===== src/sv/hba_pkg.sv =====
// Shared types and constants for the histogram bin accumulator.
`timescale 1ns / 1ps
`default_nettype none

package hba_pkg;

	// default number of bucket counters
	localparam int NUM_BINS_DEF = 1024;

	// widths fixed by the item and register formats
	localparam int KEY_W      = 64;
	localparam int AMOUNT_W   = 32;
	localparam int RIDX_W     = 10;
	localparam int BUCKET_W   = 10;
	localparam int COUNT_W    = 64;
	localparam int BIU_W      = 11;
	localparam int CFG_DATA_W = 64;
	localparam int CFG_IDX_W  = 1;
	// widest bucket index over the parameter range (65536 buckets)
	localparam int IDX_MAX_W  = 16;
	// compare width for buckets_in_use against the bucket limit
	localparam int CFG_CMP_W  = 17;
	// width of the division step counter, one quotient bit per step
	localparam int DIV_STEP_W = 6;
	// queue between front and back
	localparam int QUEUE_DEPTH = 2;

	// item kinds
	localparam logic OP_ADD  = 1'b0;
	localparam logic OP_READ = 1'b1;

	// register indexes
	localparam logic [CFG_IDX_W-1:0] REG_GRANULARITY    = 1'b0;
	localparam logic [CFG_IDX_W-1:0] REG_BUCKETS_IN_USE = 1'b1;

	// resolved item handed from front to back
	typedef struct packed {
		logic                  op;
		logic [IDX_MAX_W-1:0]  idx;
		logic                  clamped;
		logic [AMOUNT_W-1:0]   amount;
	} q_entry_t;

	typedef enum logic [1:0] {
		F_IDLE,
		F_DIV,
		F_CLAMP,
		F_PUSH
	} front_state_t;

	typedef enum logic [1:0] {
		B_CLEAR,
		B_IDLE,
		B_UPDATE
	} back_state_t;

endpackage

`default_nettype wire


===== src/sv/hba_fifo.sv =====
// Short queue of resolved items between front and back.
`timescale 1ns / 1ps
`default_nettype none

module hba_fifo #(
	parameter int DEPTH = hba_pkg::QUEUE_DEPTH,
	localparam int PTR_W = (DEPTH > 1) ? $clog2(DEPTH) : 1,
	localparam int CNT_W = $clog2(DEPTH + 1)
) (
	input  wire logic              clk,
	input  wire logic              arst_n,
	input  wire logic              push,
	input  wire hba_pkg::q_entry_t din,
	output logic                   full,
	input  wire logic              pop,
	output hba_pkg::q_entry_t      dout,
	output logic                   empty
);

	localparam logic [PTR_W-1:0] LAST = PTR_W'(DEPTH - 1);

	hba_pkg::q_entry_t slot_q [DEPTH];
	logic [PTR_W-1:0]  wr_ptr_q, rd_ptr_q;
	logic [CNT_W-1:0]  cnt_q;

	assign full  = (cnt_q == CNT_W'(DEPTH));
	assign empty = (cnt_q == '0);
	assign dout  = slot_q[rd_ptr_q];

	always_ff @(posedge clk) begin
		if (push) begin
			slot_q[wr_ptr_q] <= din;
		end
	end

	always_ff @(posedge clk or negedge arst_n) begin
		if (!arst_n) begin
			wr_ptr_q <= '0;
			rd_ptr_q <= '0;
			cnt_q    <= '0;
		end else begin
			if (push) begin
				wr_ptr_q <= (wr_ptr_q == LAST) ? '0 : wr_ptr_q + 1'b1;
			end
			if (pop) begin
				rd_ptr_q <= (rd_ptr_q == LAST) ? '0 : rd_ptr_q + 1'b1;
			end
			if (push && !pop) begin
				cnt_q <= cnt_q + 1'b1;
			end else if (pop && !push) begin
				cnt_q <= cnt_q - 1'b1;
			end
		end
	end

endmodule

`default_nettype wire


===== config.mk =====
export PLATFORM = sky130hd
export DESIGN_NAME = hba_fifo
export DESIGN_NICKNAME = d
export VERILOG_FILES = /design/src/sv/hba_pkg.sv /design/src/sv/hba_fifo.sv
export SDC_FILE = /design/constraint.sdc
export NUM_CORES = 1
export LEC_CHECK = 0
export ABC_AREA = 1
export BUFFER_PORTS_ARGS = -buffer_cell sky130_fd_sc_hd__buf_2
export CORE_MARGIN = 3
export CORE_UTILIZATION = 45
export DETAILED_ROUTE_END_ITERATION = 12
export PLACE_DENSITY_LB_ADDON = 0.1
export SYNTH_ARGS = -nofsm -noshare
export SYNTH_HDL_FRONTEND = slang
export SYNTH_SLANG_ARGS = --single-unit
export TNS_END_PERCENT = 20

===== constraint.sdc =====
create_clock -name clk -period 4.9 [get_ports clk]
set_clock_uncertainty 0.2 [all_clocks]
set_input_delay 0.49 -clock clk [delete_from_list [all_inputs] [get_ports clk]]
set_output_delay 0.49 -clock clk [all_outputs]
set_load 0.02 [all_outputs]

==> results of run 1 <==
metrics by stage:
stage | power (mW) | cell area [sq um] | hold slack (ns) | utilization, %
2_1_floorplan | 2.11 | 4070 | -0.00559 | -
3_3_place_gp | 2.30 | 4640 | 0.105 | 52.9
3_5_place_dp | 2.31 | 4640 | 0.107 | 52.9
4_1_cts | 2.90 | 4870 | 0.103 | 55.5
5_1_grt | 3.00 | 4870 | 0.0939 | 55.5
6_report | 2.85 | 4870 | 0.122 | 55.5
flip-flops by register name, summed over array words and instances, names as in the netlist:
register and cells:
cnt_q 2, rd_ptr_q 1, slot_q 100, wr_ptr_q 1
cell families after synthesis:
kind of cell | synth area share, %
flip-flops | 76.3
multiplexers | 18.4
buffers and inverters | 3.38
AND/OR/NAND/NOR | 1.02
XOR/XNOR | 0.646
adder cells (fa/ha/maj) | 0.308
worst max-delay path: cells and delay by family (launching register included):
kind | cells | cell delay (ns)
DFF | 1 | 1.06
muxes | 1 | 0.42
buffers and inverters | 1 | 0.16
how the worst max path moves through the flow:
stage	end	slack [ns]
global route	dout[29]	2.09
detailed placement	slot_q[0][8]	2.54
global placement	dout[29]	2.54
CTS	dout[29]	2.15
floorplan	slot_q[0][0]	1.61
finish	dout[29]	2.20
per-layer routing:
| layer | share of wire, % | wire length (um) | track usage, % |
|---|---|---|---|
| met5 | 0 | 0 | 0 |
| met3 | 8.0 | 506 | 4.36 |
| met4 | 1.9 | 120 | 5.83 |
| met2 | 49 | 3120 | 20.5 |
| met1 | 41 | 2580 | 15.6 |
where the power goes:
| part | switching (mW) | internal [mW] | total, mW |
|---|---|---|---|
| logic | 0.460 | 0.456 | 0.917 |
| registers | 0.162 | 1.18 | 1.35 |
| clock network | 0.262 | 0.331 | 0.593 |
layout make-up:
cell class,count,area [sq um],area share (%)
multi-input cells,64,835,17.1
clock buffers,9,124,2.54
clock inverters,5,97.6,2.01
well taps,108,135,2.78
flip-flops and latches,104,3110,63.8
inverters,7,26.3,0.540
repair buffers,107,543,11.2
placed cells by master, fill, tap and decap left out:
master and n:
buf_4 1, bufinv_16 3, mux2_2 1, dlygate4sd3_1 1
xnor2_1 1, nor2_1 2, nand2_1 5, nand3_1 1
buf_2 105, inv_1 6, dfrtp_4 1, mux2_4 49
nor2_4 1, dfrtp_1 3, edfxtp_1 100, ha_1 1
nand4_1 1, inv_2 1, clkinv_1 2, xor2_1 2
clkbuf_8 9
==> results.sh, run 1 <==
export IMPL_synth_commonest_cells="100 x edfxtp_1, 49 x mux2_4, 7 x inv_1"
export IMPL_r2r_start="wr_ptr_q"
export IMPL_syn_inst=181
export IMPL_grt_overflow_total=0
export IMPL_cp_required_ns=4.21
export IMPL_core_rowCount=34
export IMPL_cp_slowest_stage_delay_ns=1.06
export IMPL_synth_top_area_share_pct=73.8
export IMPL_coreArea_sq_um=8760
export IMPL_cts_resized=0
export IMPL_ys_warnings_count=0
export IMPL_drv_slew=0
export IMPL_timing_final_ws_setup_ns=2.20
export IMPL_ios=106
export IMPL_r2r_slack_ns=2.83
export IMPL_yosysMostFrequentCell="edfxtp_1"
export IMPL_nets=348
export IMPL_ir_worst_vdd_mv=0.456
export IMPL_cts_tree="done"
export IMPL_synthTopCellsByArea="edfxtp_1 74%, mux2_4 18%, buf_12 2.5%, dfrtp_1 2.5%, inv_1 0.65%"
export IMPL_setup_violations=0
export IMPL_cts_buffers=9
export IMPL_dr_total_vias=1893
export IMPL_fin_cells=404
export IMPL_whs_path_depth=1
export IMPL_place_congestion=0.671
export IMPL_worstPathArrival_ns=2.01
export IMPL_start_kind="register"
export IMPL_netlist_area_sq_um=4070
export IMPL_rsz0062_at_grt="no"
export IMPL_startpoint="rd_ptr_q"
export IMPL_dp_hpwl_mm=4.11
export IMPL_ys_seq_area_share_pct=76.3
export IMPL_antenna_found_initial=0
export IMPL_leakagePower_nw=2.00
export IMPL_drc_errors=0
export IMPL_async_flop_share_pct=3.85
export IMPL_min_to="slot_q[1][11]"
export IMPL_synth_cell_types=14
export IMPL_yosys_area_top_type="edfxtp_1"
export IMPL_tns_ns=0
export IMPL_period_share_pct=55.1
export IMPL_dp_slack_ns=2.54
export IMPL_cp_slowest_cell="dfrtp_4"
export IMPL_htreeDepth=3
export IMPL_critPathKind="reg -> out"
export IMPL_track_usage_pct=12.8
export IMPL_end_kind="output pin"
export IMPL_fmax_mhz=370
export IMPL_p_per_area_nw_per_um2=587
export IMPL_num_antenna_cells=0
export IMPL_clockBufferDepth=2
export IMPL_dp_cells=389
export IMPL_first_pass_iters=4
export IMPL_drt_iter0_drc=53
export IMPL_status="complete, no violations"
export IMPL_grt_max_degree=52
export IMPL_wl_per_cell_um=15.7
export IMPL_critPathMaxFanout=51
export IMPL_syn_nets=236
export IMPL_ys_ff_latch=104
export IMPL_clk_latency_ns=0.34
export IMPL_reg2reg_to="slot_q[0][34]"
export IMPL_grt_pass1_wl_mm=9.70
export IMPL_relSlewSlack_pct=26.6
export IMPL_die_h_um=101
export IMPL_grt_pass1_vias=1956
export IMPL_post_cts_setup_buffer_count=0
export IMPL_start_util_pct=46.4
export IMPL_wl_mm=6.33
export IMPL_postCtsHoldBufs=1
export IMPL_r2r_cells=2
export IMPL_avgSynthCellArea_sq_um=22.5
export IMPL_hold_viol_final=0
export IMPL_clk_pin_slew_ns=0.10
export IMPL_portBuffers=105
export IMPL_die_width_um=101
export IMPL_hp_start="din[11]"
export IMPL_antenna_left=0
export IMPL_ys_flop_type="edfxtp_1"
export IMPL_worst_slew_pin_slew_ns=1.10
export IMPL_die_area_sq_um=10200
export IMPL_cts_sinks=104
export IMPL_final_layout_size_suffix_gt1_share_pct=57.8
export IMPL_root_buffer="clkbuf_8"
export IMPL_min_path_type="in -> reg"
export IMPL_nFillCells=733
export IMPL_drv_cap=0
export IMPL_area_growth_pct=19.7
export IMPL_min_period_ns=2.70
export IMPL_path_cells="mux2_2 > buf_2"
export IMPL_synth_edf_count=100
export IMPL_vias_per_cell=4.69
(Power assumes the default switching activity.)
==> run 2: changes to the inputs <==
Clock period 4.9 ns to 2.7 ns, I/O delays scaled along.
==> run 2 against run 1 <==
Net effect: sequential power rose by 74%; via count grew 12%; clock power rose by 60%; global-route usage is 1.3 points higher; non-clock buffer count grew 56; combinational power increased by 100%; utilization grew 6.3 points; first-iteration DRC count increased by 43%; cell area up 11%; die area unchanged.
==> results.sh, run 2 (synthesized netlist as in run 1, its figures left out) <==
export IMPL_seqPwrFrac_pct=45.4
export IMPL_tns_ns=0
export IMPL_portBuffers=105
export IMPL_period_share_pct=89.9
export IMPL_p_per_area_nw_per_um2=955
export IMPL_cp_slowest_stage_delay_ns=0.78
export IMPL_cp_depth=3
export IMPL_crit_buf_inv=2
export IMPL_crit_family="flip-flops"
export IMPL_endpoint="dout[28]"
export IMPL_start_util_pct=46.4
export IMPL_drt_iter0_drc=76
export IMPL_area_growth_pct=33.1
export IMPL_critPathMaxFanout=29
export IMPL_startpoint="rd_ptr_q"
export IMPL_end_kind="output pin"
export IMPL_largest_register_ffs=100
export IMPL_cts_tree="done"
export IMPL_fmax_mhz=412
export IMPL_clockBufferDepth=2
export IMPL_cts_sinks=104
export IMPL_cts_buffers=9
export IMPL_min_path_type="in -> async"
export IMPL_cts_resized=0
export IMPL_utilization_pct=61.8
export IMPL_status="complete, no violations"
export IMPL_nets=404
export IMPL_r2r_slack_ns=1.08
export IMPL_antenna_left=0
export IMPL_critPathKind="reg -> out"
export IMPL_top_usage_layer="met2"
export IMPL_leakagePower_nw=2.24
export IMPL_clk_latency_ns=0.35
export IMPL_vias_per_cell=4.60
export IMPL_antenna_found_initial=0
export IMPL_ir_worst_vdd_mv=0.496
export IMPL_p_int_mw=3.49
export IMPL_root_buffer="clkbuf_8"
export IMPL_worst_slew_pin_slew_ns=0.542
export IMPL_die_h_um=101
export IMPL_ios=106
export IMPL_grt_max_degree=48
export IMPL_final_common_cell="buf_2"
export IMPL_mostFrequentLayoutCells="105 x buf_2, 100 x edfxtp_1, 53 x dlygate4sd3_1"
export IMPL_use_met3_pct=5.26
export IMPL_start_kind="register"
export IMPL_grt_overflow_total=0
export IMPL_cp_slowest_cell="dfrtp_4"
export IMPL_first_pass_iters=4
export IMPL_reg2reg_to="slot_q[1][9]"
export IMPL_use_met1_pct=15.7
export IMPL_htreeDepth=3
export IMPL_top_regs="slot_q (100), cnt_q (2)"
export IMPL_r2r_cells=3
export IMPL_place_area_sq_um=4690
export IMPL_drv_slew=0
export IMPL_stdcell_area_sq_um=5420
export IMPL_final_layout_size_suffix_gt1_share_pct=50.3
export IMPL_rsz0062_at_grt="no"
export IMPL_clk_pin_slew_ns=0.09
export IMPL_dp_hpwl_mm=4.40
export IMPL_place_congestion=0.662
export IMPL_grt_pass1_vias=2277
export IMPL_coreArea_sq_um=8760
export IMPL_p_switching_mw=1.68
export IMPL_clkPwrFrac_pct=18.3
export IMPL_die_width_um=101
export IMPL_drc_errors=0
export IMPL_path_cells="buf_4 > mux2_4 > buf_2"
export IMPL_track_usage_pct=14.1
export IMPL_cp_required_ns=2.23
export IMPL_wl_per_cell_um=15.0
export IMPL_switching_share_pct=32.5
export IMPL_postCtsHoldBufs=53
export IMPL_relSlewSlack_pct=63.9
export IMPL_die_area_sq_um=10200
export IMPL_wl_mm=6.91
export IMPL_nFillCells=682
export IMPL_setup_violations=0
export IMPL_min_period_ns=2.43
export IMPL_comb_power_share_pct=36.2
export IMPL_post_cts_setup_buffer_count=0
export IMPL_dr_total_vias=2127
export IMPL_met2_usage_pct=24.6
export IMPL_hold_viol_final=0
export IMPL_grt_pass1_wl_mm=10.8
export IMPL_drv_cap=0
export IMPL_num_antenna_cells=0
export IMPL_top_register="slot_q"
export IMPL_r2r_start="wr_ptr_q"
export IMPL_core_rowCount=34
export IMPL_worstPathArrival_ns=1.96
run 2: per-layer routing:
layer  up-vias  share of wire, %
li1       1029                 -
met1      1027                40
met2        62                52
met3         9               6.9
met4         0               1.2
met5         -                 0
run 2: power by group through the flow:
stage,combinational (mW),sequential (mW),clock [mW]
finish,1.87,2.35,0.948
CTS,1.91,2.36,0.970
floorplan,1.57,2.26,0
global placement,1.84,2.39,0
detailed placement,1.84,2.40,0
global route,2.00,2.39,1.04
run 2: worst min path at each step:
stage | to | slack (ns)
after global placement | cnt_q[0] | -0.12
final | cnt_q[1] | 0.03
after global routing | cnt_q[0] | 0.02
after floorplan | cnt_q[0] | -0.23
after CTS | cnt_q[0] | 0.02
after detailed placement | cnt_q[0] | -0.12
run 2: worst reg2reg max path, delay by kind of cell (launching register included):
family / cells / cell delay [ns]
buffers and inverters: 2 / 0.57
DFF: 1 / 0.43
and+or+nand+nor: 1 / 0.09
run 2: per-stage QoR:
step | power [mW] | hold slack, ns | setup WS, ns | std cells
after detailed placement | 4.24 | -0.115 | 0.631 | 393
after floorplan | 3.82 | -0.226 | 0.361 | 181
after global routing | 5.43 | 0.0165 | 0.189 | 462
after global placement | 4.23 | -0.116 | 0.627 | 393
final | 5.17 | 0.0290 | 0.272 | 462
after CTS | 5.23 | 0.0225 | 0.243 | 462
run 2: final cells by class:
class                      count  area (sq um)  area share (%)
timing repair buffer         163          1120            20.7
clock inverter                 6          66.3            1.22
multi-input combinational     64           835            15.4
sequential                   104          3110            57.4
tap                          108           135            2.50
inverter                       7          26.3           0.485
clock buffer                  10           128            2.36
