--- config.mk ---
export PLATFORM = sky130hd
export DESIGN_NAME = hba_front
export DESIGN_NICKNAME = d
export VERILOG_FILES = /design/src/sv/hba_pkg.sv /design/src/sv/hba_front.sv
export SDC_FILE = /design/constraint.sdc
export NUM_CORES = 1
export LEC_CHECK = 0
export BUFFER_PORTS_ARGS = -buffer_cell sky130_fd_sc_hd__buf_2
export CORE_ASPECT_RATIO = 0.75
export CORE_MARGIN = 3
export CORE_UTILIZATION = 29
export CTS_BUF_LIST = sky130_fd_sc_hd__clkbuf_8
export DETAILED_ROUTE_END_ITERATION = 7
export GPL_TIMING_DRIVEN = 0
export HOLD_SLACK_MARGIN = 0.05
export PLACE_DENSITY = 0.53
export SKIP_LAST_GASP = 1
export SLEW_MARGIN = 20
export SYNTH_ARGS = -nofsm -noshare
export SYNTH_HDL_FRONTEND = slang
export SYNTH_SLANG_ARGS = --single-unit
--- constraint.sdc ---
create_clock -name clk -period 12.9 [get_ports clk]
set_input_delay 2.58 -clock clk [delete_from_list [all_inputs] [get_ports clk]]
set_output_delay 2.58 -clock clk [all_outputs]
set_load 0.05 [all_outputs]
--- src/sv/hba_pkg.sv ---
// Shared types and constants for the histogram bin accumulator.
`timescale 1ns / 1ps
`default_nettype none

package hba_pkg;

	// default number of bucket counters
	localparam int NUM_BINS_DEF = 1024;

	// widths fixed by the item and register formats
	localparam int KEY_W      = 64;
	localparam int AMOUNT_W   = 32;
	localparam int RIDX_W     = 10;
	localparam int BUCKET_W   = 10;
	localparam int COUNT_W    = 64;
	localparam int BIU_W      = 11;
	localparam int CFG_DATA_W = 64;
	localparam int CFG_IDX_W  = 1;
	// widest bucket index over the parameter range (65536 buckets)
	localparam int IDX_MAX_W  = 16;
	// compare width for buckets_in_use against the bucket limit
	localparam int CFG_CMP_W  = 17;
	// width of the division step counter, one quotient bit per step
	localparam int DIV_STEP_W = 6;
	// queue between front and back
	localparam int QUEUE_DEPTH = 2;

	// item kinds
	localparam logic OP_ADD  = 1'b0;
	localparam logic OP_READ = 1'b1;

	// register indexes
	localparam logic [CFG_IDX_W-1:0] REG_GRANULARITY    = 1'b0;
	localparam logic [CFG_IDX_W-1:0] REG_BUCKETS_IN_USE = 1'b1;

	// resolved item handed from front to back
	typedef struct packed {
		logic                  op;
		logic [IDX_MAX_W-1:0]  idx;
		logic                  clamped;
		logic [AMOUNT_W-1:0]   amount;
	} q_entry_t;

	typedef enum logic [1:0] {
		F_IDLE,
		F_DIV,
		F_CLAMP,
		F_PUSH
	} front_state_t;

	typedef enum logic [1:0] {
		B_CLEAR,
		B_IDLE,
		B_UPDATE
	} back_state_t;

endpackage

`default_nettype wire

--- src/sv/hba_front.sv ---
// Front end: accepts items, finds an add's bucket by serial division, clamps it.
`timescale 1ns / 1ps
`default_nettype none

module hba_front #(
	parameter int NUM_BINS = hba_pkg::NUM_BINS_DEF,
	localparam int IDX_W = (NUM_BINS > 1) ? $clog2(NUM_BINS) : 1,
	localparam int CNT_W = $clog2(NUM_BINS + 1)
) (
	input  wire logic                         clk,
	input  wire logic                         arst_n,
	// input item
	input  wire logic                         in_valid,
	output logic                              in_ready,
	input  wire logic                         in_op,
	input  wire logic [hba_pkg::KEY_W-1:0]    in_key,
	input  wire logic [hba_pkg::AMOUNT_W-1:0] in_amount,
	input  wire logic [hba_pkg::RIDX_W-1:0]   in_read_index,
	// configuration
	input  wire logic [hba_pkg::KEY_W-1:0]    granularity,
	input  wire logic [CNT_W-1:0]             active_n,
	input  wire logic                         clearing,
	// queue side
	output logic                              push,
	output hba_pkg::q_entry_t                 push_entry,
	input  wire logic                         full
);

	localparam int KW = hba_pkg::KEY_W;
	localparam logic [hba_pkg::DIV_STEP_W-1:0] LAST_STEP = hba_pkg::DIV_STEP_W'(KW - 1);

	hba_pkg::front_state_t state_q, state_d;

	logic                            op_q;
	logic [hba_pkg::AMOUNT_W-1:0]    amount_q;
	logic [KW-1:0]                   g_q;
	logic [KW-1:0]                   rem_q;
	logic [KW-1:0]                   quo_q;    // key or read index going in, quotient coming out
	logic [hba_pkg::DIV_STEP_W-1:0]  step_q;
	logic [hba_pkg::IDX_MAX_W-1:0]   idx_q;
	logic                            clamped_q;

	logic           accept;
	logic [KW:0]    shifted;
	logic [KW+1:0]  diff;
	logic           take;
	logic           over;

	assign in_ready = (state_q == hba_pkg::F_IDLE) && !clearing;
	assign accept   = in_valid && in_ready;

	// restoring division step
	assign shifted = {rem_q, quo_q[KW-1]};
	assign diff    = {1'b0, shifted} - {2'b00, g_q};
	assign take    = !diff[KW+1];

	assign over = (quo_q >= KW'(active_n));

	assign push_entry.op      = op_q;
	assign push_entry.idx     = idx_q;
	assign push_entry.clamped = clamped_q;
	assign push_entry.amount  = amount_q;

	always_comb begin
		state_d = state_q;
		push    = 1'b0;
		case (state_q)
			hba_pkg::F_IDLE: begin
				if (accept) begin
					state_d = (in_op == hba_pkg::OP_ADD) ? hba_pkg::F_DIV : hba_pkg::F_CLAMP;
				end
			end
			hba_pkg::F_DIV: begin
				if (step_q == LAST_STEP) begin
					state_d = hba_pkg::F_CLAMP;
				end
			end
			hba_pkg::F_CLAMP: begin
				state_d = hba_pkg::F_PUSH;
			end
			hba_pkg::F_PUSH: begin
				if (!full) begin
					push    = 1'b1;
					state_d = hba_pkg::F_IDLE;
				end
			end
			default: begin
				state_d = hba_pkg::F_IDLE;
			end
		endcase
	end

	always_ff @(posedge clk or negedge arst_n) begin
		if (!arst_n) begin
			state_q <= hba_pkg::F_IDLE;
		end else begin
			state_q <= state_d;
		end
	end

	always_ff @(posedge clk) begin
		case (state_q)
			hba_pkg::F_IDLE: begin
				if (accept) begin
					op_q     <= in_op;
					amount_q <= in_amount;
					rem_q    <= '0;
					step_q   <= '0;
					g_q      <= (granularity == '0) ? KW'(1) : granularity;
					quo_q    <= (in_op == hba_pkg::OP_ADD) ? in_key : KW'(in_read_index);
				end
			end
			hba_pkg::F_DIV: begin
				rem_q  <= take ? diff[KW-1:0] : shifted[KW-1:0];
				quo_q  <= {quo_q[KW-2:0], take};
				step_q <= step_q + 1'b1;
			end
			hba_pkg::F_CLAMP: begin
				// past the buckets in use: fold into the last one
				if (over) begin
					idx_q     <= hba_pkg::IDX_MAX_W'(active_n - CNT_W'(1));
					clamped_q <= 1'b1;
				end else begin
					idx_q     <= hba_pkg::IDX_MAX_W'(quo_q[IDX_W-1:0]);
					clamped_q <= 1'b0;
				end
			end
			default: begin
			end
		endcase
	end

endmodule

`default_nettype wire

==> load_flow_metrics.sql, run 1 <==
INSERT INTO impl_metrics (metric_group, metric, value, unit) VALUES
('die', 'dieWidth', '264', 'µm'),
('cts', 'clkTransAtPathRegs', '0.07', 'ns'),
('placed_design', 'pre_cts_slack', '7.04', 'ns'),
('synth', 'synth_enable_flop_cells', '244', ''),
('detailed_routing', 'drt_wl_total', '41800', 'µm'),
('die', 'initial_core_util', '29.5', '%'),
('worst_setup_path', 'critical_path_required', '10.32', 'ns'),
('synth', 'ys_types', '65', ''),
('synth', 'synth_cells', '1398', ''),
('worst_setup_path', 'setup.worst_path.start', 'full', ''),
('cts', 'cts_tree', 'yes', ''),
('global_route', 'grt_pass1_vias', '11300', ''),
('worst_setup_path', 'worst_setup_path_end_kind', 'output pin', ''),
('cts', 'postCtsHoldBufs', '0', ''),
('finish', 'n_fill_cell', '4969', ''),
('run', 'max_cap_violations', '0', ''),
('global_route', 'grt_max_degree', '79', ''),
('finish', 'final_nets', '1961', ''),
('synth', 'yosysSeqAreaShare', '51.1', '%'),
('global_route', 'grt_remaining_overflow', '0', ''),
('sta', 'fin_crit_sh', '44.6', '%'),
('worst_setup_path', 'cell_family_contributing_the_most_delay_on_the_critical_path', 'buffers and inverters', ''),
('die', 'ios', '239', ''),
('cts', 'post_cts_resized', '0', ''),
('die', 'floorplan.die_area', '52500', 'µm²'),
('cts', 'tritoncts_num_sinks', '246', ''),
('die', 'num_rows', '70', ''),
('sta', 'clock_skew', '0.0330', 'ns'),
('sta', 'achievable-frequency', '174', 'MHz'),
('die', 'floorplan.core_area', '49000', 'µm²'),
('synth', 'synth.area.top_cells', 'edfxtp_1 51%, ha_1 7.1%, nand2_1 4.3%, a21oi_1 3.8%, a22o_1 3.8%', ''),
('detailed_routing', 'drt-pass1-iter-count', '5', ''),
('placed_design', 'numPortBuffers', '238', ''),
('placed_design', 'hpwlAfterDp', '31900', 'µm'),
('die', 'die_height', '199', 'µm'),
('sta', 'timing_worst_slew_pin_value', '0.924', 'ns'),
('synth', 'ys_seq_elements', '246', ''),
('synth', 'synthesis.area_per_instance', '10.3', 'µm²'),
('synth', 'syn_nets', '1668', ''),
('worst_setup_path', 'cp_cell_sequence', 'buf_2 > nor2b_1 > buf_2', ''),
('cts', 'insertion_delay', '0.62', 'ns'),
('detailed_routing', 'ant_nets', '0', ''),
('synth', 'netlist.area_leader.share', '50.8', '%'),
('synth', 'synth_largest_area_cell', 'edfxtp_1', ''),
('detailed_routing', 'drt_drc_violations_left', '0', ''),
('detailed_routing', 'wl_per_cell', '17.6', 'µm'),
('sta', 'post-route-min-period', '5.75', 'ns'),
('global_route', 'number_of_antenna_violations_at_the_first_check_in_global_routing', '5', ''),
('run_status', 'run_status', 'complete, no violations', ''),
('worst_setup_path', 'worstSetupStartpointType', 'input pin', ''),
('cts', 'post_cts_buffers', '0', ''),
('sta', 'slew_headroom', '37.8', '%'),
('cts', 'clockBufferDepth', '3', ''),
('detailed_routing', 'routed-via-count', '11700', ''),
('detailed_routing', 'first_iter_violations', '670', ''),
('detailed_routing', 'avgViaCountPerCell', '4.92', ''),
('min_path', 'holdCritPathClass', 'flop to flop', ''),
('cts', 'cts_htree_levels', '2', ''),
('min_path', 'timing.hold.worst.start', 'state_q[1]$_DFFE_PN0P_', ''),
('sta', 'setup_viol', '0', ''),
('placed_design', 'routability_congestion', '0.919', ''),
('synth', 'synthesis.area', '14400', 'µm²'),
('synth', 'post_synth_top_flop', 'edfxtp_1', ''),
('finish', 'area_delta_synth_final', '21.1', '%'),
('sta', 'drv_slew', '0', ''),
('worst_setup_path', 'cp_data_arrival_time', '3.17', 'ns'),
('pwr', 'report.power.total', '1.72', 'mW'),
('synth', 'yosysWarnings', '0', ''),
('pwr', 'power.density', '98.5', 'nW/µm²'),
('worst_setup_path', 'worst_path_largest_cell_delay', '0.30', 'ns'),
('cts', 'clock-root-buffer', 'clkbuf_8', '');
stage by stage:
| stage | std cells | instance area [µm²] | util (%) | hold slack [ns] |
|---|---|---|---|---|
| floorplan | 1398 | 14400 | - | 0.497 |
| global placement | 2284 | 16400 | 33.5 | 0.516 |
| detailed placement | 2292 | 16600 | 34.0 | 0.564 |
| CTS | 2372 | 17500 | 35.7 | 0.579 |
| global route | 2373 | 17500 | 35.7 | 0.597 |
| finish | 2375 | 17500 | 35.7 | 0.576 |
cells in the final DEF (no fill, tap or decap), drive strengths merged, types with 13 or more instances in the layout:
cell type and n:
a211oi 13, a21o 41, a21oi 110, a22o 62, buf 270, clkbuf 154, clkinv 15, edfxtp 244
ha 82, inv 114, mux2i 15, nand2 165, nand2b 13, nand3 17, nand4 36, nor2 64
nor3 19, nor4 34, o21ai 61, xnor2 45, xor2 21
area by class of cell:
type / count / area (µm²) / area share, %
multi-input cells: 923 / 6150 / 35.2
well taps: 648 / 811 / 4.64
diodes: 3 / 7.51 / 0.0430
inverters: 96 / 365 / 2.09
clock inverters: 35 / 189 / 1.08
flip-flops and latches: 246 / 7380 / 42.2
clock buffers: 45 / 619 / 3.55
plain buffers: 133 / 549 / 3.14
repair buffers: 246 / 1400 / 8.01
report_power, final:
part / switching (mW) / internal, mW
Combinational: 0.0760 / 0.0648
Clock: 0.345 / 0.346
Sequential: 0.00593 / 0.883
Total: 0.427 / 1.29
flip-flops by register name (all words and copies together), names as in the netlist:
name and flops:
step_q 6, clamped_q 1, idx_q 12, op_q 1, g_q 64, quo_q 64, state_q 2, rem_q 64
amount_q 32
logic make-up (layout without fill, tap and decap cells):
group / Yosys count / in the layout / synth area share (%)
xor gates and xnor gates: 66 / 66 / 4.01
and+or+nand+nor: 387 / 387 / 12.8
other: 0 / 3 / 0
muxes: 24 / 24 / 1.74
AOI/OAI and AO/OA: 363 / 363 / 16.8
buffers and inverters: 229 / 555 / 6.31
DFF: 246 / 246 / 51.1
adders and majority gates: 83 / 83 / 7.25
routing by layer:
layer	global-route usage, %	part of all wire (%)	vias up
met5	0	0.12	-
met4	4.51	1.7	8
met3	3.21	5.5	56
met2	22.6	42	284
met1	22.7	50	5631
li1	-	-	5699
worst paths after layout:
check,to,slack (ns),cells past startpoint
hold reg to reg,state_q[1]$_DFFE_PN0P_,0.58,2
min in group asynchronous,state_q[0]$_DFFE_PN0P_,1.76,1
setup / recovery,push,7.15,3
setup reg to reg,rem_q[62]$_SDFFCE_PN0P_,8.53,14
max in group asynchronous,state_q[1]$_DFFE_PN0P_,11.05,1
hold / removal,state_q[1]$_DFFE_PN0P_,0.58,2
worst min-delay path: cells and delay by family (launching register included):
family	cells	cell delay, ns
AO/OA/AOI/OAI	1	0.07
flip-flops	1	0.40
AND/OR/NAND/NOR	1	0.07
Yosys cell counts (all sizes together) (15+ instances only):
library cell,instances
edfxtp,244
nand2,165
a21oi,110
clkbuf,109
inv,96
ha,82
nor2,64
a22o,62
o21ai,61
xnor2,45
a21o,41
nand4,36
nor4,34
buf,24
xor2,21
nor3,19
nand3,17
mux2i,15
Power figures use the tool's default switching activity.
==> inputs of run 2 (changes only) <==
==> constraint.sdc (replaced) <==
create_clock -name clk -period 5.9 [get_ports clk]
set_input_delay 1.18 -clock clk [delete_from_list [all_inputs] [get_ports clk]]
set_output_delay 1.18 -clock clk [all_outputs]
set_load 0.05 [all_outputs]
==> run 2 against run 1 <==
- sequential power increased by 120%
- hold slack got worse by 0.21 ns
- register-to-register slack got worse by 7.0 ns
- critical path type is now flop to flop
==> load_flow_metrics.sql, run 2 (synthesis results as in run 1) <==
INSERT INTO impl_metrics (metric_group, metric, value, unit) VALUES
('die', 'ios', '239', ''),
('finish', 'drive_above_1_share', '19.8', '%'),
('run', 'max_cap_violations', '0', ''),
('detailed_routing', 'first_iter_violations', '804', ''),
('sta', 'fin_crit_sh', '74.2', '%'),
('global_route', 'grt_first_pass_wirelength', '64200', 'µm'),
('placed_design', 'routability_congestion', '0.923', ''),
('finish', 'register_area', '7380', 'µm²'),
('finish', 'instances_no_fill', '2374', ''),
('cts', 'cts-buffers-inserted', '45', ''),
('placed_design', 'post-place-cells', '2292', ''),
('worst_setup_path', 'r2r_setup_slack', '1.52', 'ns'),
('cts', 'post_cts_resized', '0', ''),
('worst_setup_path', 'cp_data_arrival_time', '4.83', 'ns'),
('die', 'num_rows', '70', ''),
('die', 'die_height', '199', 'µm'),
('cts', 'clockBufferDepth', '3', ''),
('worst_setup_path', 'cp_cell_sequence', 'inv_1 > ha_1 > inv_1 > fa_1 > a21o_1 > a221oi_1 > o21ai_0 > and3b_1 > o21ai_0 > a21o_1 > a211oi_1 > o21ai_0 > mux2_2 > o22ai_1', ''),
('worst_setup_path', 'worst_r2r_startpoint', 'quo_q[63]$_DFFE_PP_', ''),
('cts', 'insertion_delay', '0.63', 'ns'),
('finish', 'layout_common_cells', '248 x buf_2, 244 x edfxtp_1, 165 x nand2_1', ''),
('finish', 'stdcell_area', '17500', 'µm²'),
('finish', 'layout_top_registers', 'g_q: 64 flops, quo_q: 64 flops, rem_q: 64 flops', ''),
('sta', 'hold_viol_final', '0', ''),
('finish', 'final_common_cell', 'buf_2', ''),
('cts', 'clkTransAtPathRegs', '0.06', 'ns'),
('detailed_routing', 'ant_nets', '0', ''),
('sta', 'timing.final.ws_setup', '1.52', 'ns'),
('worst_setup_path', 'worst_path_largest_cell_delay', '0.56', 'ns'),
('worst_setup_path', 'cp_num_buf_inv', '2', ''),
('cts', 'post_cts_buffers', '0', ''),
('detailed_routing', 'avgViaCountPerCell', '4.94', ''),
('worst_setup_path', 'worstPathMaxFanout', '4', ''),
('worst_setup_path', 'critPathKind', 'flop to flop', ''),
('die', 'initial_core_util', '29.5', '%'),
('worst_setup_path', 'critical_path_required', '6.36', 'ns'),
('finish', 'final_nets', '1961', ''),
('global_route', 'grt_util_all_layers', '15.5', '%'),
('global_route', 'grt_remaining_overflow', '0', ''),
('sta', 'setup_tns', '0', 'ns'),
('worst_setup_path', 'worstSetupStartpointType', 'flop', ''),
('detailed_routing', 'routed-via-count', '11700', ''),
('placed_design', 'pre_cts_slack', '1.43', 'ns'),
('global_route', 'grt_pass1_vias', '11500', ''),
('detailed_routing', 'drt_wl_total', '42100', 'µm'),
('sta', 'timing_worst_slew_pin_value', '0.891', 'ns'),
('detailed_routing', 'drt-pass1-iter-count', '6', ''),
('detailed_routing', 'drt_drc_violations_left', '0', ''),
('cts', 'cts_tree', 'yes', ''),
('worst_setup_path', 'rr_worst_depth', '14', ''),
('pwr', 'power.ir.vdd_worst', '0.000152', 'V'),
('finish', 'final_core_util', '35.7', '%'),
('sta', 'slew_headroom', '40.1', '%'),
('pwr', 'power.density', '217', 'nW/µm²'),
('die', 'floorplan.die_area', '52500', 'µm²'),
('detailed_routing', 'wl_per_cell', '17.7', 'µm'),
('worst_setup_path', 'worst_setup_path_end_kind', 'flop', ''),
('finish', 'multi_input_comb_area', '6150', 'µm²'),
('die', 'dieWidth', '264', 'µm'),
('sta', 'post-route-min-period', '4.38', 'ns'),
('sta', 'clock_skew', '0.0387', 'ns'),
('sta', 'achievable-frequency', '229', 'MHz'),
('placed_design', 'hpwlAfterDp', '32000', 'µm'),
('worst_setup_path', 'cell_family_contributing_the_most_delay_on_the_critical_path', 'compound AO/OA/AOI/OAI gates', ''),
('sta', 'rsz0062_at_grt', 'no', ''),
('global_route', 'number_of_antenna_violations_at_the_first_check_in_global_routing', '4', ''),
('cts', 'postCtsHoldBufs', '0', ''),
('cts', 'cts_htree_levels', '2', ''),
('finish', 'n_fill_cell', '4987', ''),
('cts', 'tritoncts_num_sinks', '246', ''),
('sta', 'setup_viol', '0', ''),
('die', 'floorplan.core_area', '49000', 'µm²'),
('global_route', 'grt_max_degree', '59', ''),
('min_path', 'holdCritPathClass', 'input pin to async pin', ''),
('worst_setup_path', 'critical_path.reg2reg.endpoint', 'rem_q[62]$_SDFFCE_PN0P_', ''),
('sta', 'drv_slew', '0', ''),
('worst_setup_path', 'max_stage_delay_cell_worst_path', 'a221oi_1', ''),
('pwr', 'total_leakage_power', '7.39', 'nW'),
('cts', 'clock-root-buffer', 'clkbuf_8', ''),
('finish', 'area_delta_synth_final', '21.2', '%'),
('placed_design', 'placement.cell_area', '16700', 'µm²'),
('worst_setup_path', 'critical-path-top-cell-by-count', 'o21ai_0', ''),
('placed_design', 'numPortBuffers', '238', ''),
('run_status', 'run_status', 'complete, no violations', '');
==> run 2: cell types whose count changed in the layout (fill, tap and decap cells not counted), sizes merged <==
cell and change:
inv -2, clkbuf +1, clkinv -1, clkinvlp +1
==> run 2: how the worst max path moves through the flow <==
stage / endpoint / cells past startpoint / from / slack, ns
2_1_floorplan: quo_q[0]$_DFFE_PP_ / 5 / state_q[1]$_DFFE_PN0P_ / 0.92
3_3_place_gp: rem_q[9]$_SDFFCE_PN0P_ / 5 / state_q[1]$_DFFE_PN0P_ / -1.60
3_5_place_dp: idx_q[4]$_DFFE_PP_ / 13 / active_n[0] / 1.43
4_1_cts: rem_q[62]$_SDFFCE_PN0P_ / 14 / quo_q[63]$_DFFE_PP_ / 1.59
5_1_grt: rem_q[62]$_SDFFCE_PN0P_ / 14 / quo_q[63]$_DFFE_PP_ / 1.23
6_report: rem_q[62]$_SDFFCE_PN0P_ / 14 / quo_q[63]$_DFFE_PP_ / 1.52
==> run 2: area by class of cell <==
cell class                 count  share of cell area (%)
clock inverter                33                    1.05
buffer                       133                    3.14
inverter                      96                    2.09
clock buffer                  46                    3.62
sequential                   246                    42.2
multi-input combinational    923                    35.2
timing repair buffer         246                    8.03
antenna                        3                  0.0430
tap                          648                    4.64
==> run 2: metal layers <==
layer	GRT usage (%)	vias up	share of wire, %
met3	3.30	71	6.1
met2	22.1	348	42
met1	23.1	5607	50
met5	0	-	0.12
li1	-	5700	-
met4	5.31	8	2.3
==> run 2: worst register-to-register path, delay by kind of cell, from the launching register on <==
family	cells	cell delay [ns]
AND/OR/NAND/NOR	1	0.32
adder cells (fa/ha/maj)	2	0.57
buffers and inverters	2	0.16
multiplexers	1	0.37
flip-flops	1	0.49
AO/OA/AOI/OAI	8	2.31
==> run 2: report_power, final <==
| part | internal (mW) | switching [mW] |
|---|---|---|
| registers | 1.93 | 0.0130 |
| logic | 0.142 | 0.167 |
| clock network | 0.774 | 0.771 |
==> run 2: stage by stage <==
stage,hold WS [ns],power [mW]
3_5_place_dp,0.545,2.29
6_report,0.362,3.80
3_3_place_gp,0.516,2.28
4_1_cts,0.307,3.86
5_1_grt,0.317,3.97
2_1_floorplan,0.497,2.16
==> inputs of run 3 (changes only) <==
==> constraint.sdc (replaced) <==
create_clock -name clk -period 4.1 [get_ports clk]
set_input_delay 0.82 -clock clk [delete_from_list [all_inputs] [get_ports clk]]
set_output_delay 0.82 -clock clk [all_outputs]
set_load 0.05 [all_outputs]
==> run 3 against run 2 <==
- sequential cell count stayed put
- register-to-register slack worse by 1.4 ns
- routed wire length decreased by 0.44%
- total power up 42%
- cell count is 0.21% lower
- non-clock buffer count up 2
- largest cell class unchanged
- largest power group unchanged
- highest routed layer unchanged
==> load_flow_metrics.sql, run 3 (synthesis results as in run 1) <==
INSERT INTO impl_metrics (metric_group, metric, value, unit) VALUES
('worst_setup_path', 'critical_path_required', '4.41', 'ns'),
('die', 'num_rows', '70', ''),
('placed_design', 'routability_congestion', '0.923', ''),
('worst_setup_path', 'cp_data_arrival_time', '4.28', 'ns'),
('finish', 'instances_no_fill', '2369', ''),
('die', 'initial_core_util', '29.5', '%'),
('pwr', 'total_leakage_power', '7.40', 'nW'),
('detailed_routing', 'drt_drc_violations_left', '0', ''),
('detailed_routing', 'ant_nets', '0', ''),
('finish', 'area_delta_synth_final', '21.6', '%'),
('sta', 'clock_skew', '0.0462', 'ns'),
('worst_setup_path', 'worst_path_largest_cell_delay', '0.51', 'ns'),
('global_route', 'number_of_antenna_violations_at_the_first_check_in_global_routing', '7', ''),
('global_route', 'grt_first_pass_wirelength', '64300', 'µm'),
('die', 'floorplan.die_area', '52500', 'µm²'),
('global_route', 'grt_max_degree', '36', ''),
('global_route', 'grt_remaining_overflow', '0', ''),
('placed_design', 'post-place-cells', '2294', ''),
('detailed_routing', 'avgViaCountPerCell', '4.92', ''),
('cts', 'cts-buffers-inserted', '45', ''),
('worst_setup_path', 'critPathKind', 'flop to flop', ''),
('run_status', 'run_status', 'complete, no violations', ''),
('worst_setup_path', 'worstSetupStartpointType', 'flop', ''),
('cts', 'cts_tree', 'yes', ''),
('worst_setup_path', 'cp_cell_sequence', 'inv_1 > ha_1 > inv_1 > fa_1 > a21o_1 > a221oi_2 > o21ba_2 > o21a_1 > a211oi_1 > o21ai_0 > a21oi_1 > o22ai_1 > xor2_1 > a211oi_1', ''),
('finish', 'layout_top_registers', 'g_q: 64 flops, quo_q: 64 flops, rem_q: 64 flops', ''),
('finish', 'drive_above_1_share', '20.2', '%'),
('placed_design', 'numPortBuffers', '238', ''),
('global_route', 'grt_pass1_vias', '11500', ''),
('finish', 'final_common_cell', 'buf_2', ''),
('sta', 'rsz0062_at_grt', 'no', ''),
('sta', 'post-route-min-period', '3.97', 'ns'),
('die', 'dieWidth', '264', 'µm'),
('global_route', 'grt_util_all_layers', '15.5', '%'),
('cts', 'insertion_delay', '0.61', 'ns'),
('worst_setup_path', 'max_stage_delay_cell_worst_path', 'edfxtp_1', ''),
('pwr', 'power.ir.vdd_worst', '0.000187', 'V'),
('cts', 'clock-root-buffer', 'clkbuf_8', ''),
('finish', 'final_nets', '1963', ''),
('die', 'floorplan.core_area', '49000', 'µm²'),
('sta', 'setup_viol', '0', ''),
('cts', 'tritoncts_num_sinks', '246', ''),
('cts', 'clockBufferDepth', '3', ''),
('placed_design', 'hpwlAfterDp', '32100', 'µm'),
('detailed_routing', 'first_iter_violations', '695', ''),
('finish', 'layout_common_cells', '246 x buf_2, 244 x edfxtp_1, 164 x nand2_1, 109 x inv_1, 109 x a21oi_1', ''),
('worst_setup_path', 'worst_setup_path_end_kind', 'flop', ''),
('cts', 'clkTransAtPathRegs', '0.06', 'ns'),
('sta', 'slew_headroom', '34.5', '%'),
('detailed_routing', 'wl_per_cell', '17.7', 'µm'),
('sta', 'drv_slew', '0', ''),
('finish', 'n_fill_cell', '4962', ''),
('sta', 'achievable-frequency', '252', 'MHz'),
('cts', 'cts_htree_levels', '2', ''),
('min_path', 'min_path_cells', '1', ''),
('sta', 'timing_worst_slew_pin_value', '0.974', 'ns'),
('min_path', 'holdCritPathClass', 'input pin to flop', ''),
('detailed_routing', 'routed-via-count', '11600', ''),
('sta', 'hold_viol_final', '0', ''),
('worst_setup_path', 'rr_worst_depth', '14', ''),
('run', 'max_cap_violations', '0', ''),
('die', 'ios', '239', ''),
('detailed_routing', 'drt-pass1-iter-count', '5', ''),
('detailed_routing', 'drt_wl_total', '41900', 'µm'),
('finish', 'final_core_util', '35.8', '%'),
('pwr', 'power.density', '307', 'nW/µm²'),
('sta', 'fin_crit_sh', '96.8', '%'),
('die', 'die_height', '199', 'µm'),
('worst_setup_path', 'worstPathMaxFanout', '5', '');
-- run 3: changes by cell type in the layout (fill, tap and decap cells not counted), moves of 2 or more --
cell and delta:
clkbuf_1 -2, clkinv_2 -3, o21ai_1 +2, buf_2 -2
clkinv_1 -3, o21ai_0 -2
-- run 3: final cells by class --
type / instances / area (µm²) / share of cell area (%)
inverter: 96 / 364 / 2.08
tap: 648 / 811 / 4.62
timing repair buffer: 249 / 1460 / 8.33
clock buffer: 45 / 619 / 3.53
buffer: 132 / 552 / 3.15
antenna: 4 / 10.0 / 0.0571
clock inverter: 26 / 149 / 0.849
multi-input combinational: 923 / 6190 / 35.3
sequential: 246 / 7380 / 42.1
-- run 3: worst paths after layout --
| kind | end | slack (ns) | startpoint |
|---|---|---|---|
| hold / removal | amount_q[26]$_DFFE_PP_ | 0.38 | in_amount[26] |
| min in group asynchronous | state_q[0]$_DFFE_PN0P_ | 0.58 | arst_n |
| hold reg to reg | state_q[1]$_DFFE_PN0P_ | 0.55 | state_q[1]$_DFFE_PN0P_ |
| setup / recovery | rem_q[60]$_SDFFCE_PN0P_ | 0.13 | quo_q[63]$_DFFE_PP_ |
| setup reg to reg | rem_q[60]$_SDFFCE_PN0P_ | 0.13 | quo_q[63]$_DFFE_PP_ |
| max in group asynchronous | state_q[1]$_DFFE_PN0P_ | 3.43 | arst_n |
-- run 3: repair_timing --
item	in CTS	in global routing
resized for setup	3	12
setup endpoints to repair	6	59
cloned	0	0
buffers inserted	0	0
hold buffers	1	0
hold endpoints to repair	2	0
-- run 3: power by group --
group / switching (mW) / internal (mW)
sequential: 0.0189 / 2.78
clock: 1.05 / 1.08
combinational: 0.241 / 0.206
-- run 3: stage by stage --
step                      worst slack (ns)  power, mW  TNS, ns  hold WS (ns)  instance area [µm²]
after floorplan                      0.454       3.11        0         0.497                14400
after global placement               -1.34       3.29  -178.37         0.519                16400
after detailed placement           -0.0765       3.29   -0.166         0.542                16700
after CTS                           0.0208       5.48        0         0.291                17500
after global routing                0.0136       5.65        0         0.319                17500
final                                0.132       5.38        0         0.376                17500
-- run 3: metal layers --
layer  up-vias  part of all wire (%)  GRT usage [%]  wire (µm)
met5         -                  0.16              0         68
li1       5698                     -              -          -
met3        65                   5.7           3.47       2390
met1      5568                    49           22.8      20700
met4         8                   2.3           5.00        962
met2       306                    42           22.5      17800
-- run 3: worst max-delay path: cells and delay by family (launching register included) --
| kind | cells | cell delay (ns) |
|---|---|---|
| compound gates | 9 | 2.32 |
| xor+xnor | 1 | 0.16 |
| fa+ha+maj | 2 | 0.56 |
| buf+inv | 2 | 0.14 |
| flops | 1 | 0.51 |
